**config.mk**
```make
export PLATFORM = sky130hd
export DESIGN_NAME = onewire_temperature_reader_unit
export DESIGN_NICKNAME = d
export VERILOG_FILES = /design/src/sv/owtr_pkg.sv /design/src/sv/owtr_cfg_regs.sv /design/src/sv/owtr_seq.sv /design/src/sv/owtr_out_buf.sv /design/src/sv/onewire_temperature_reader_unit.sv
export SDC_FILE = /design/constraint.sdc
export NUM_CORES = 1
export LEC_CHECK = 0
export BUFFER_PORTS_ARGS = -buffer_cell sky130_fd_sc_hd__buf_2
export CORE_MARGIN = 5
export CORE_UTILIZATION = 55
export CTS_CLUSTER_DIAMETER = 80
export DETAILED_ROUTE_END_ITERATION = 8
export PLACE_DENSITY = 0.85
export SYNTH_ARGS = -nofsm -noshare
export SYNTH_HDL_FRONTEND = slang
export SYNTH_SLANG_ARGS = --single-unit
```
**constraint.sdc**
```tcl
create_clock -name clk -period 8.6 [get_ports clk]
set_clock_uncertainty 0.1 [all_clocks]
set_input_delay 0.86 -clock clk [delete_from_list [all_inputs] [get_ports clk]]
set_output_delay 0.86 -clock clk [all_outputs]
set_load 0.02 [all_outputs]
```
**src/sv/owtr_pkg.sv**
```systemverilog
package owtr_pkg;

  localparam int RomBytes = 8;
  localparam int AddrW    = 6;

  localparam logic [7:0] CmdMatch   = 8'h55;
  localparam logic [7:0] CmdSkip    = 8'hCC;
  localparam logic [7:0] CmdConvert = 8'h44;
  localparam logic [7:0] CmdRead    = 8'hBE;

  // Index of the function command byte that closes an addressing sequence.
  localparam logic [3:0] LastSkipIdx  = 4'd1;
  localparam logic [3:0] LastMatchIdx = 4'(RomBytes + 1);

  typedef enum logic [2:0] {
    REG_ROM_A,
    REG_ROM_B,
    REG_RESET_LOW,
    REG_PRES_WAIT,
    REG_RECOVERY,
    REG_SLOT,
    REG_GAP
  } reg_idx_t;

  typedef struct packed {
    logic [63:0] rom_code_a;
    logic [63:0] rom_code_b;
    logic [15:0] reset_low_ticks;
    logic [15:0] presence_wait_ticks;
    logic [15:0] recovery_ticks;
    logic [15:0] slot_ticks;
    logic [15:0] gap_ticks;
  } owtr_cfg_t;

  typedef struct packed {
    logic start_req;
    logic skip_rom;
    logic sensor_sel;
    logic line_in;
  } owtr_in_t;

  typedef struct packed {
    logic        drive_low;
    logic        busy_res;
    logic        done_res;
    logic        presence;
    logic [15:0] temp_tenths;
  } owtr_out_t;

endpackage

```
**src/sv/owtr_cfg_regs.sv**
```systemverilog
module owtr_cfg_regs
  import owtr_pkg::*;
(
  input  logic             clk,
  input  logic             rst_n,
  input  logic             psel,
  input  logic             penable,
  input  logic             pwrite,
  input  logic [AddrW-1:0] paddr,
  input  logic [63:0]      pwdata,
  output logic [63:0]      prdata,
  output logic             pready,
  output owtr_cfg_t        cfg
);

  owtr_cfg_t cfg_r;
  reg_idx_t  idx;
  logic      wr_en;

  assign idx    = reg_idx_t'(paddr[AddrW-1:3]);
  assign wr_en  = psel & penable & pwrite;
  assign pready = 1'b1;
  assign cfg    = cfg_r;

  always_ff @(posedge clk) begin
    if (!rst_n) begin
      cfg_r.rom_code_a          <= 64'd1369094298310791208;
      cfg_r.rom_code_b          <= 64'd16212958670126472744;
      cfg_r.reset_low_ticks     <= 16'd80;
      cfg_r.presence_wait_ticks <= 16'd14;
      cfg_r.recovery_ticks      <= 16'd20;
      cfg_r.slot_ticks          <= 16'd5;
      cfg_r.gap_ticks           <= 16'd4;
    end else if (wr_en) begin
      case (idx)
        REG_ROM_A:     cfg_r.rom_code_a          <= pwdata;
        REG_ROM_B:     cfg_r.rom_code_b          <= pwdata;
        REG_RESET_LOW: cfg_r.reset_low_ticks     <= pwdata[15:0];
        REG_PRES_WAIT: cfg_r.presence_wait_ticks <= pwdata[15:0];
        REG_RECOVERY:  cfg_r.recovery_ticks      <= pwdata[15:0];
        REG_SLOT:      cfg_r.slot_ticks          <= pwdata[15:0];
        REG_GAP:       cfg_r.gap_ticks           <= pwdata[15:0];
        default: ;
      endcase
    end
  end

  always_comb begin
    case (idx)
      REG_ROM_A:     prdata = cfg_r.rom_code_a;
      REG_ROM_B:     prdata = cfg_r.rom_code_b;
      REG_RESET_LOW: prdata = {48'd0, cfg_r.reset_low_ticks};
      REG_PRES_WAIT: prdata = {48'd0, cfg_r.presence_wait_ticks};
      REG_RECOVERY:  prdata = {48'd0, cfg_r.recovery_ticks};
      REG_SLOT:      prdata = {48'd0, cfg_r.slot_ticks};
      REG_GAP:       prdata = {48'd0, cfg_r.gap_ticks};
      default:       prdata = 64'd0;
    endcase
  end

endmodule

```
**src/sv/owtr_seq.sv**
```systemverilog
module owtr_seq
  import owtr_pkg::*;
(
  input  logic      clk,
  input  logic      rst_n,
  input  logic      acc,
  input  owtr_in_t  item,
  input  owtr_cfg_t cfg,
  output owtr_out_t res
);

  typedef enum logic [2:0] {
    PH_IDLE,
    PH_RST_LOW,
    PH_PRES_WAIT,
    PH_RECOVER,
    PH_WR_BIT,
    PH_WR_GAP,
    PH_RD_BIT
  } phase_t;

  phase_t      phase_r, phase_nxt;
  logic [16:0] tick_count_r, tick_count_nxt;
  logic [2:0]  bit_index_r, bit_index_nxt;
  logic [3:0]  byte_index_r, byte_index_nxt;
  logic [7:0]  shift_byte_r, shift_byte_nxt;
  logic [7:0]  low_byte_r, low_byte_nxt;
  logic        pass_two_r, pass_two_nxt;
  logic        presence_r, presence_nxt;
  logic [15:0] result_r, result_nxt;
  logic        skip_r, skip_nxt;
  logic        sel_r, sel_nxt;

  logic        drive, busy, done, do_next;
  logic [16:0] tick_inc;
  logic [3:0]  last_idx;
  logic [7:0]  byte_first, byte_next;
  logic [7:0]  sb_rd;
  logic [19:0] scaled;
  logic [15:0] tenths;

  function automatic logic [15:0] at_least_one(input logic [15:0] v);
    return (v == 16'd0) ? 16'd1 : v;
  endfunction

  function automatic logic [7:0] byte_for(input logic [3:0] idx, input logic [3:0] last,
                                          input logic skip, input logic sel,
                                          input logic second, input logic [63:0] code_a,
                                          input logic [63:0] code_b);
    logic [63:0] code;
    logic [2:0]  sh;
    code = sel ? code_b : code_a;
    sh   = 3'(idx - 4'd1);
    if (idx == 4'd0) return skip ? CmdSkip : CmdMatch;
    else if (idx >= last) return second ? CmdRead : CmdConvert;
    else return code[{sh, 3'b000} +: 8];
  endfunction

  assign tick_inc   = tick_count_r + 17'd1;
  assign last_idx   = skip_r ? LastSkipIdx : LastMatchIdx;
  assign byte_first = byte_for(4'd0, last_idx, skip_r, sel_r, pass_two_r,
                               cfg.rom_code_a, cfg.rom_code_b);
  assign byte_next  = byte_for(byte_index_r + 4'd1, last_idx, skip_r, sel_r, pass_two_r,
                               cfg.rom_code_a, cfg.rom_code_b);

  // The read sample lands on the second tick of a read slot.
  assign sb_rd  = shift_byte_r |
                  ((tick_count_r == 17'd1) ? (8'(item.line_in) << bit_index_r) : 8'd0);
  // raw * 10 + 8, then divide by 16: rounds raw / 16 degrees to tenths.
  assign scaled = ({4'd0, sb_rd, low_byte_r} << 3) + ({4'd0, sb_rd, low_byte_r} << 1)
                  + 20'd8;
  assign tenths = scaled[19:4];

  always_comb begin
    phase_nxt      = phase_r;
    tick_count_nxt = tick_count_r;
    bit_index_nxt  = bit_index_r;
    byte_index_nxt = byte_index_r;
    shift_byte_nxt = shift_byte_r;
    low_byte_nxt   = low_byte_r;
    pass_two_nxt   = pass_two_r;
    presence_nxt   = presence_r;
    result_nxt     = result_r;
    skip_nxt       = skip_r;
    sel_nxt        = sel_r;
    drive          = 1'b0;
    busy           = 1'b1;
    done           = 1'b0;
    do_next        = 1'b0;

    case (phase_r)
      PH_RST_LOW: begin
        drive = 1'b1;
        if (tick_inc >= {1'b0, at_least_one(cfg.reset_low_ticks)}) begin
          phase_nxt      = PH_PRES_WAIT;
          tick_count_nxt = 17'd0;
        end else begin
          tick_count_nxt = tick_inc;
        end
      end
      PH_PRES_WAIT: begin
        if (tick_inc >= {1'b0, at_least_one(cfg.presence_wait_ticks)}) begin
          presence_nxt   = ~item.line_in;
          phase_nxt      = PH_RECOVER;
          tick_count_nxt = 17'd0;
        end else begin
          tick_count_nxt = tick_inc;
        end
      end
      PH_RECOVER: begin
        if (tick_inc >= {1'b0, at_least_one(cfg.recovery_ticks)}) begin
          byte_index_nxt = 4'd0;
          bit_index_nxt  = 3'd0;
          shift_byte_nxt = byte_first;
          phase_nxt      = PH_WR_BIT;
          tick_count_nxt = 17'd0;
        end else begin
          tick_count_nxt = tick_inc;
        end
      end
      PH_WR_BIT: begin
        if (tick_count_r == 17'd0) begin
          drive = 1'b1;
        end else if (tick_count_r < {1'b0, at_least_one(cfg.slot_ticks)}) begin
          drive = ~shift_byte_r[bit_index_r];
        end
        if (tick_count_r >= {1'b0, at_least_one(cfg.slot_ticks)}) begin
          if (bit_index_r != 3'd7) begin
            bit_index_nxt  = bit_index_r + 3'd1;
            tick_count_nxt = 17'd0;
          end else begin
            bit_index_nxt = 3'd0;
            if (cfg.gap_ticks != 16'd0) begin
              phase_nxt      = PH_WR_GAP;
              tick_count_nxt = 17'd0;
            end else begin
              do_next = 1'b1;
            end
          end
        end else begin
          tick_count_nxt = tick_inc;
        end
      end
      PH_WR_GAP: begin
        if (tick_inc >= {1'b0, cfg.gap_ticks}) begin
          do_next = 1'b1;
        end else begin
          tick_count_nxt = tick_inc;
        end
      end
      PH_RD_BIT: begin
        if (tick_count_r == 17'd0) begin
          drive          = 1'b1;
          tick_count_nxt = 17'd1;
        end else begin
          shift_byte_nxt = sb_rd;
          if (tick_count_r >= 17'd1 + {1'b0, cfg.gap_ticks}) begin
            if (bit_index_r != 3'd7) begin
              bit_index_nxt  = bit_index_r + 3'd1;
              tick_count_nxt = 17'd0;
            end else if (byte_index_r == 4'd0) begin
              low_byte_nxt   = sb_rd;
              shift_byte_nxt = 8'd0;
              bit_index_nxt  = 3'd0;
              byte_index_nxt = 4'd1;
              tick_count_nxt = 17'd0;
            end else begin
              result_nxt     = tenths;
              done           = 1'b1;
              pass_two_nxt   = 1'b0;
              bit_index_nxt  = 3'd0;
              byte_index_nxt = 4'd0;
              phase_nxt      = PH_IDLE;
              tick_count_nxt = 17'd0;
            end
          end else begin
            tick_count_nxt = tick_inc;
          end
        end
      end
      default: begin
        busy      = 1'b0;
        phase_nxt = PH_IDLE;
        if (item.start_req) begin
          skip_nxt       = item.skip_rom;
          sel_nxt        = item.sensor_sel;
          pass_two_nxt   = 1'b0;
          bit_index_nxt  = 3'd0;
          byte_index_nxt = 4'd0;
          shift_byte_nxt = 8'd0;
          phase_nxt      = PH_RST_LOW;
          tick_count_nxt = 17'd0;
        end
      end
    endcase

    // End of a written byte: next byte, second pass, or start of the read.
    if (do_next) begin
      bit_index_nxt  = 3'd0;
      tick_count_nxt = 17'd0;
      if (byte_index_r < last_idx) begin
        byte_index_nxt = byte_index_r + 4'd1;
        shift_byte_nxt = byte_next;
        phase_nxt      = PH_WR_BIT;
      end else if (!pass_two_r) begin
        pass_two_nxt = 1'b1;
        phase_nxt    = PH_RST_LOW;
      end else begin
        byte_index_nxt = 4'd0;
        shift_byte_nxt = 8'd0;
        phase_nxt      = PH_RD_BIT;
      end
    end
  end

  assign res.drive_low   = drive;
  assign res.busy_res    = busy;
  assign res.done_res    = done;
  assign res.presence    = presence_nxt;
  assign res.temp_tenths = result_nxt;

  always_ff @(posedge clk) begin
    if (!rst_n) begin
      phase_r      <= PH_IDLE;
      tick_count_r <= 17'd0;
      bit_index_r  <= 3'd0;
      byte_index_r <= 4'd0;
      shift_byte_r <= 8'd0;
      low_byte_r   <= 8'd0;
      pass_two_r   <= 1'b0;
      presence_r   <= 1'b0;
      result_r     <= 16'd0;
      skip_r       <= 1'b0;
      sel_r        <= 1'b0;
    end else if (acc) begin
      phase_r      <= phase_nxt;
      tick_count_r <= tick_count_nxt;
      bit_index_r  <= bit_index_nxt;
      byte_index_r <= byte_index_nxt;
      shift_byte_r <= shift_byte_nxt;
      low_byte_r   <= low_byte_nxt;
      pass_two_r   <= pass_two_nxt;
      presence_r   <= presence_nxt;
      result_r     <= result_nxt;
      skip_r       <= skip_nxt;
      sel_r        <= sel_nxt;
    end
  end

`ifndef SYNTHESIS
  a_done_is_busy: assert property (@(posedge clk) disable iff (!rst_n)
    (acc && res.done_res) |-> res.busy_res)
    else $error("done reported on a tick that is not busy");

  a_done_to_idle: assert property (@(posedge clk) disable iff (!rst_n)
    (acc && res.done_res) |=> (phase_r == PH_IDLE))
    else $error("sequencer did not return to idle after a result");

  a_byte_bound: assert property (@(posedge clk) disable iff (!rst_n)
    byte_index_r <= LastMatchIdx)
    else $error("byte index ran past the addressing sequence");
`endif

endmodule

```
**src/sv/owtr_out_buf.sv**
```systemverilog
module owtr_out_buf
  import owtr_pkg::*;
(
  input  logic      clk,
  input  logic      rst_n,
  input  logic      acc,
  input  owtr_out_t res,
  output logic      in_ready,
  output logic      out_valid,
  input  logic      out_ready,
  output owtr_out_t out_data
);

  owtr_out_t out_r;
  owtr_out_t skid_r;
  logic      out_valid_r;
  logic      skid_valid_r;

  // The skid stage catches a transaction accepted while the output is stalled.
  assign in_ready  = ~skid_valid_r;
  assign out_valid = out_valid_r;
  assign out_data  = out_r;

  always_ff @(posedge clk) begin
    if (!rst_n) begin
      out_valid_r  <= 1'b0;
      skid_valid_r <= 1'b0;
    end else begin
      if (out_valid_r && out_ready) begin
        if (skid_valid_r) begin
          out_r        <= skid_r;
          skid_valid_r <= 1'b0;
        end else if (acc) begin
          out_r <= res;
        end else begin
          out_valid_r <= 1'b0;
        end
      end else if (!out_valid_r) begin
        if (acc) begin
          out_r       <= res;
          out_valid_r <= 1'b1;
        end
      end else if (acc) begin
        skid_r       <= res;
        skid_valid_r <= 1'b1;
      end
    end
  end

`ifndef SYNTHESIS
  a_skid_behind_out: assert property (@(posedge clk) disable iff (!rst_n)
    skid_valid_r |-> out_valid_r)
    else $error("skid stage holds a transaction ahead of the output");

  a_no_drop: assert property (@(posedge clk) disable iff (!rst_n)
    (out_valid_r && !out_ready && acc) |=> skid_valid_r)
    else $error("transaction accepted under stall was not captured");

  a_skid_drains: assert property (@(posedge clk) disable iff (!rst_n)
    (skid_valid_r && out_ready) |=> (!skid_valid_r && out_valid_r))
    else $error("skid stage did not drain into the output");
`endif

endmodule

```
**src/sv/onewire_temperature_reader_unit.sv**
```systemverilog
// Channel  | Handshake                  | Payload
// in_      | in_valid / in_ready        | in_data  (owtr_in_t: one bus tick)
// out_     | out_valid / out_ready      | out_data (owtr_out_t: drive and status)
// cfg      | psel, penable, pwrite      | paddr, pwdata, prdata (64-bit data bus)
//
// One tick transaction is processed per clock while in_ready is high; its result
// is registered in the output register, or in the skid while out_ready stalls.
// The sequencer state advances only on an accepted transaction, so stalls on
// the input side freeze the bus timing.
// A two-entry output stage (output register plus skid) keeps in_ready high
// while the skid is empty; a transaction accepted under an out_ready stall
// fills the skid; in_ready stays low until it drains into the output register.
// rst_n is synchronous and active low; it restores the register defaults.
module onewire_temperature_reader_unit
  import owtr_pkg::*;
(
  input  logic             clk,
  input  logic             rst_n,
  input  logic             in_valid,
  output logic             in_ready,
  input  owtr_in_t         in_data,
  output logic             out_valid,
  input  logic             out_ready,
  output owtr_out_t        out_data,
  input  logic             psel,
  input  logic             penable,
  input  logic             pwrite,
  input  logic [AddrW-1:0] paddr,
  input  logic [63:0]      pwdata,
  output logic [63:0]      prdata,
  output logic             pready
);

  owtr_cfg_t cfg;
  owtr_out_t res;
  logic      acc;

  assign acc = in_valid & in_ready;

  owtr_cfg_regs u_cfg (
    .clk     (clk),
    .rst_n   (rst_n),
    .psel    (psel),
    .penable (penable),
    .pwrite  (pwrite),
    .paddr   (paddr),
    .pwdata  (pwdata),
    .prdata  (prdata),
    .pready  (pready),
    .cfg     (cfg)
  );

  owtr_seq u_seq (
    .clk   (clk),
    .rst_n (rst_n),
    .acc   (acc),
    .item  (in_data),
    .cfg   (cfg),
    .res   (res)
  );

  owtr_out_buf u_out (
    .clk       (clk),
    .rst_n     (rst_n),
    .acc       (acc),
    .res       (res),
    .in_ready  (in_ready),
    .out_valid (out_valid),
    .out_ready (out_ready),
    .out_data  (out_data)
  );

endmodule
```
==> run_summary.xml <==
<?xml version="1.0" encoding="UTF-8"?>
<metrics>
  <group name="status">
    <metric name="outcome" unit="">complete, no violations</metric>
  </group>
  <group name="worst_setup_path">
    <metric name="worst-endpoint-arrival" unit="ns">5.84</metric>
    <metric name="cp_top_family" unit="">simple AND/OR/NAND/NOR gates</metric>
    <metric name="worst_setup_path_start_kind" unit="">register</metric>
    <metric name="worstPathBufferInverterCount" unit="">2</metric>
    <metric name="crit_slowest_cell" unit="">sky130_fd_sc_hd__and2_1</metric>
    <metric name="critical_path.cell_chain" unit="">inv_1 -&gt; nor3_1 -&gt; and3_1 -&gt; nand3_1 -&gt; nor3_1 -&gt; xnor2_1 -&gt; ha_1 -&gt; nand2_1 -&gt; o21ai_0 -&gt; a2111oi_0 -&gt; a211oi_1 -&gt; nor2_1 -&gt; nor3b_2 -&gt; o21ai_4 -&gt; inv_2 -&gt; and2_1 -&gt; nor2_1 -&gt; a211oi_1</metric>
    <metric name="type_of_the_worst_setup_path" unit="">reg -&gt; reg</metric>
    <metric name="timing.critical_path.required" unit="ns">8.92</metric>
    <metric name="crit_path_max_fanout" unit="">24</metric>
    <metric name="critical-path-max-stage-delay" unit="ns">0.68</metric>
    <metric name="critPathCaptureType" unit="">register</metric>
  </group>
  <group name="pwr">
    <metric name="power.density" unit="nW/um2">162</metric>
    <metric name="design_power_total" unit="mW">3.45</metric>
    <metric name="static-leakage-power" unit="nW">8.46</metric>
    <metric name="peakVddDrop" unit="uV">156</metric>
  </group>
  <group name="logic_synthesis">
    <metric name="netlist_instances" unit="">2322</metric>
    <metric name="synth-seq-area-share" unit="">0.349</metric>
    <metric name="synth_edf_count" unit="">40</metric>
    <metric name="post_synth.cell_area_avg" unit="um2">8.23</metric>
    <metric name="synth_top_area_cell" unit="">sky130_fd_sc_hd__dfxtp_1</metric>
    <metric name="yosys_warnings" unit="">0</metric>
    <metric name="netlist_top_cells_area" unit="">sky130_fd_sc_hd__dfxtp_1, sky130_fd_sc_hd__nand2_1, sky130_fd_sc_hd__ha_1, sky130_fd_sc_hd__edfxtp_1, sky130_fd_sc_hd__a21boi_0</metric>
    <metric name="synth_adder_area_share" unit="">0.0895</metric>
    <metric name="netlist_area" unit="um2">19100</metric>
    <metric name="synthFlopType" unit="">sky130_fd_sc_hd__dfxtp_1</metric>
    <metric name="synth_nets" unit="">2539</metric>
    <metric name="synth_xor_area_frac" unit="">0.0192</metric>
    <metric name="synth_top_area_share" unit="">0.286</metric>
    <metric name="asyncSetResetFlopFracSynth" unit="">0</metric>
    <metric name="synth_compound_area_frac" unit="">0.208</metric>
    <metric name="ys_ff_latch" unit="">313</metric>
    <metric name="post_synth_num_cell_types" unit="">85</metric>
    <metric name="dominant_combinational_cell_family_by_area_after_synthesis" unit="">compound AO/OA/AOI/OAI gates</metric>
    <metric name="post_synth_mux_area_share" unit="">0.0766</metric>
    <metric name="post_synth_and_or_nand_nor_area_fraction" unit="">0.207</metric>
  </group>
  <group name="timing">
    <metric name="slew_at_the_pin_closest_to_its_max_slew_limit" unit="ns">1.29</metric>
    <metric name="final_min_period_over_clock_period" unit="">0.641</metric>
    <metric name="fin_setup_tns" unit="ns">0</metric>
    <metric name="report.final.hold_viol_count" unit="">0</metric>
    <metric name="timing.final.crit_period" unit="ns">5.52</metric>
    <metric name="timing.final.setup_violations" unit="">0</metric>
    <metric name="grt_setup_unrepaired" unit="">false</metric>
    <metric name="fmaxAchievable" unit="GHz">0.181</metric>
    <metric name="final-max-slew-violation-count" unit="">0</metric>
    <metric name="slew_headroom" unit="">0.134</metric>
  </group>
  <group name="cells_and_area">
    <metric name="layout.cells.most_common" unit="">sky130_fd_sc_hd__nand2_1</metric>
    <metric name="final_net_count" unit="">2620</metric>
    <metric name="final_layout_size_suffix_gt1_frac" unit="">0.134</metric>
    <metric name="synthToLayoutAreaGrowth" unit="%">11.0</metric>
    <metric name="nFillCells" unit="">2949</metric>
    <metric name="most-common-layout-cells" unit="">sky130_fd_sc_hd__nand2_1, sky130_fd_sc_hd__dfxtp_1, sky130_fd_sc_hd__buf_2</metric>
  </group>
  <group name="job">
    <metric name="max_cap_viol_count" unit="">0</metric>
  </group>
  <group name="route">
    <metric name="drt_wl_total" unit="mm">60.0</metric>
    <metric name="drt-met1-wl" unit="mm">23.7</metric>
    <metric name="first_iter_violations" unit="">2055</metric>
    <metric name="detailroute.wirelength.met2" unit="mm">27.8</metric>
    <metric name="drc" unit="">0</metric>
    <metric name="met3_wirelength" unit="mm">5.63</metric>
    <metric name="vias_per_cell" unit="">6.29</metric>
    <metric name="dr_total_vias" unit="">18100</metric>
    <metric name="wl_per_cell" unit="um">20.8</metric>
    <metric name="drt_first_pass_iters" unit="">8</metric>
    <metric name="top_layer_used" unit="">met5</metric>
    <metric name="drt.antenna.violating_nets" unit="">0</metric>
  </group>
  <group name="clocking">
    <metric name="clock-sinks" unit="">313</metric>
    <metric name="hold_buffer_count_at_cts" unit="">0</metric>
    <metric name="clkSlewWorstSetupHoldPaths" unit="ns">0.07</metric>
    <metric name="h-tree-depth" unit="">2</metric>
    <metric name="clock_insertion_delay_worst_skew" unit="ns">0.53</metric>
    <metric name="gates_resized_cts_repair" unit="">0</metric>
    <metric name="postCtsSetupBuffers" unit="">0</metric>
    <metric name="cts-root-buf" unit="">sky130_fd_sc_hd__clkbuf_16</metric>
    <metric name="cts_buffers" unit="">35</metric>
    <metric name="tritoncts" unit="">built</metric>
    <metric name="cts.path.max_buffers" unit="">3</metric>
  </group>
  <group name="die">
    <metric name="ios" unit="">168</metric>
    <metric name="die_area" unit="um2">38600</metric>
    <metric name="core_area" unit="um2">34500</metric>
    <metric name="floorplan.initialDensity" unit="">0.555</metric>
    <metric name="chipHeight" unit="um">196</metric>
    <metric name="floorplan.rows" unit="">68</metric>
    <metric name="die_width" unit="um">196</metric>
  </group>
  <group name="place">
    <metric name="dpl.hpwl" unit="mm">42.0</metric>
    <metric name="port_buffer_cells" unit="">163</metric>
    <metric name="gpl.final_weighted_congestion" unit="">1.05</metric>
  </group>
  <group name="worst_hold_path">
    <metric name="worstHoldPathType" unit="">reg -&gt; reg</metric>
  </group>
  <group name="global_route">
    <metric name="pin_count_of_the_biggest_net_entering_global_routing" unit="">83</metric>
    <metric name="grt_pass1_vias" unit="">17400</metric>
    <metric name="grt-ovfl-total" unit="">0</metric>
    <metric name="wire_length_of_the_first_global_routing_pass" unit="mm">94.5</metric>
    <metric name="grt_antenna_before_repair" unit="">2</metric>
    <metric name="grt.total_usage" unit="">0.299</metric>
  </group>
</metrics>
logic make-up (layout without fill, tap and decap cells):
logic type,count (synthesis),count (layout)
adders and majority gates,136,136
and+or+nand+nor,901,901
muxes,103,103
other,1,3
buffers and inverters,243,346
xor gates and xnor gates,41,41
DFF,313,313
AOI/OAI and AO/OA,584,584
cells in the mapped netlist (4+ instances only):
cell type                     n
sky130_fd_sc_hd__dfxtp_1    273
sky130_fd_sc_hd__inv_1      102
sky130_fd_sc_hd__nand2_1    541
sky130_fd_sc_hd__o21bai_1     5
sky130_fd_sc_hd__nand2b_1    11
sky130_fd_sc_hd__and3_1      16
sky130_fd_sc_hd__xor2_1       8
sky130_fd_sc_hd__xnor2_1     32
sky130_fd_sc_hd__a31oi_1     17
sky130_fd_sc_hd__o211ai_1    21
sky130_fd_sc_hd__and2_1       4
sky130_fd_sc_hd__ha_1       135
sky130_fd_sc_hd__a22o_1      51
sky130_fd_sc_hd__or2_2        6
sky130_fd_sc_hd__a21o_1      21
sky130_fd_sc_hd__o31ai_1      8
sky130_fd_sc_hd__clkbuf_1   100
sky130_fd_sc_hd__and4_1       5
sky130_fd_sc_hd__o22ai_1     19
sky130_fd_sc_hd__o21ai_0     81
sky130_fd_sc_hd__mux4_2      32
sky130_fd_sc_hd__buf_2       15
sky130_fd_sc_hd__o21a_1      14
sky130_fd_sc_hd__a21boi_0   124
sky130_fd_sc_hd__nor4_1      22
sky130_fd_sc_hd__o41ai_1      4
sky130_fd_sc_hd__mux2i_1     45
sky130_fd_sc_hd__nand4_1     15
sky130_fd_sc_hd__buf_1       14
sky130_fd_sc_hd__a211oi_1    18
sky130_fd_sc_hd__edfxtp_1    40
sky130_fd_sc_hd__nor3_1      30
sky130_fd_sc_hd__nor2_1     104
sky130_fd_sc_hd__a22oi_1     14
sky130_fd_sc_hd__nor2b_1     23
sky130_fd_sc_hd__mux2_2      23
sky130_fd_sc_hd__nand3_1     99
sky130_fd_sc_hd__a21oi_1    136
sky130_fd_sc_hd__o2111ai_1    7
sky130_fd_sc_hd__o22a_1       6
sky130_fd_sc_hd__a41o_1       4
metrics by stage:
step | worst slack, ns | std cells | area (um2) | utilization | hold WS [ns]
final | 3.08 | 2882 | 21200 | 0.616 | 0.354
after global routing | 2.75 | 2880 | 21200 | 0.615 | 0.367
after CTS | 3.22 | 2880 | 21200 | 0.615 | 0.355
after detailed placement | 3.30 | 2821 | 20100 | 0.583 | 0.346
after global placement | 3.37 | 2821 | 20100 | 0.583 | 0.339
after floorplan | 4.65 | 2322 | 19100 | - | 0.332
layer usage:
layer / GRT usage / up-vias
li1: - / 8395
met1: 0.391 / 8582
met2: 0.489 / 958
met3: 0.0561 / 192
met4: 0.125 / 4
met5: 0 / -
state kept, by name, indices dropped and copies added, names as in the netlist:
signal,cells
u_cfg.cfg,208
u_out.out_data,20
u_out.out_valid,1
u_out.skid_r,20
u_out.skid_valid_r,1
u_seq.bit_index_r,3
u_seq.byte_index_r,4
u_seq.low_byte_r,8
u_seq.pass_two_r,1
u_seq.phase_r,3
u_seq.presence_r,1
u_seq.result_r,16
u_seq.sel_r,1
u_seq.shift_byte_r,8
u_seq.skip_r,1
u_seq.tick_count_r,17
worst register-to-register path, stage by stage, from the launching register on:
cell and delay, ns:
sky130_fd_sc_hd__dfxtp_1 0.47, sky130_fd_sc_hd__inv_1 0.14, sky130_fd_sc_hd__nor3_1 0.32, sky130_fd_sc_hd__and3_1 0.25, sky130_fd_sc_hd__nand3_1 0.20, sky130_fd_sc_hd__nor3_1 0.24, sky130_fd_sc_hd__xnor2_1 0.11, sky130_fd_sc_hd__ha_1 0.32
sky130_fd_sc_hd__nand2_1 0.06, sky130_fd_sc_hd__o21ai_0 0.25, sky130_fd_sc_hd__a2111oi_0 0.12, sky130_fd_sc_hd__a211oi_1 0.62, sky130_fd_sc_hd__nor2_1 0.23, sky130_fd_sc_hd__nor3b_2 0.37, sky130_fd_sc_hd__o21ai_4 0.17, sky130_fd_sc_hd__inv_2 0.38
sky130_fd_sc_hd__and2_1 0.68, sky130_fd_sc_hd__nor2_1 0.11, sky130_fd_sc_hd__a211oi_1 0.26
cell type report:
cell class / count / area (um2) / share of cell area
well taps: 455 / 569 / 0.0268
diodes: 2 / 5.00 / 0.000236
flip-flops and latches: 313 / 6670 / 0.314
inverters: 106 / 399 / 0.0188
clock inverters: 15 / 179 / 0.00844
repair buffers: 181 / 953 / 0.0449
multi-input cells: 1766 / 11500 / 0.543
clock buffers: 44 / 930 / 0.0438
path summary, 6_finish.rpt:
path,start,to,slack [ns],cells after the start
worst max-delay path,u_cfg.cfg[3],u_seq.result_r[2],3.08,18
worst min-delay path,u_seq.result_r[15],u_seq.result_r[15],0.35,2
worst max register to register,u_cfg.cfg[3],u_seq.result_r[2],3.08,18
worst min register to register,u_seq.result_r[15],u_seq.result_r[15],0.35,2
where the power goes:
group	switching [mW]	internal (mW)	total, mW
registers	0.0366	1.51	1.55
logic	0.281	0.144	0.426
clock network	0.636	0.836	1.47
No activity file was read; power rests on OpenSTA's default activity.
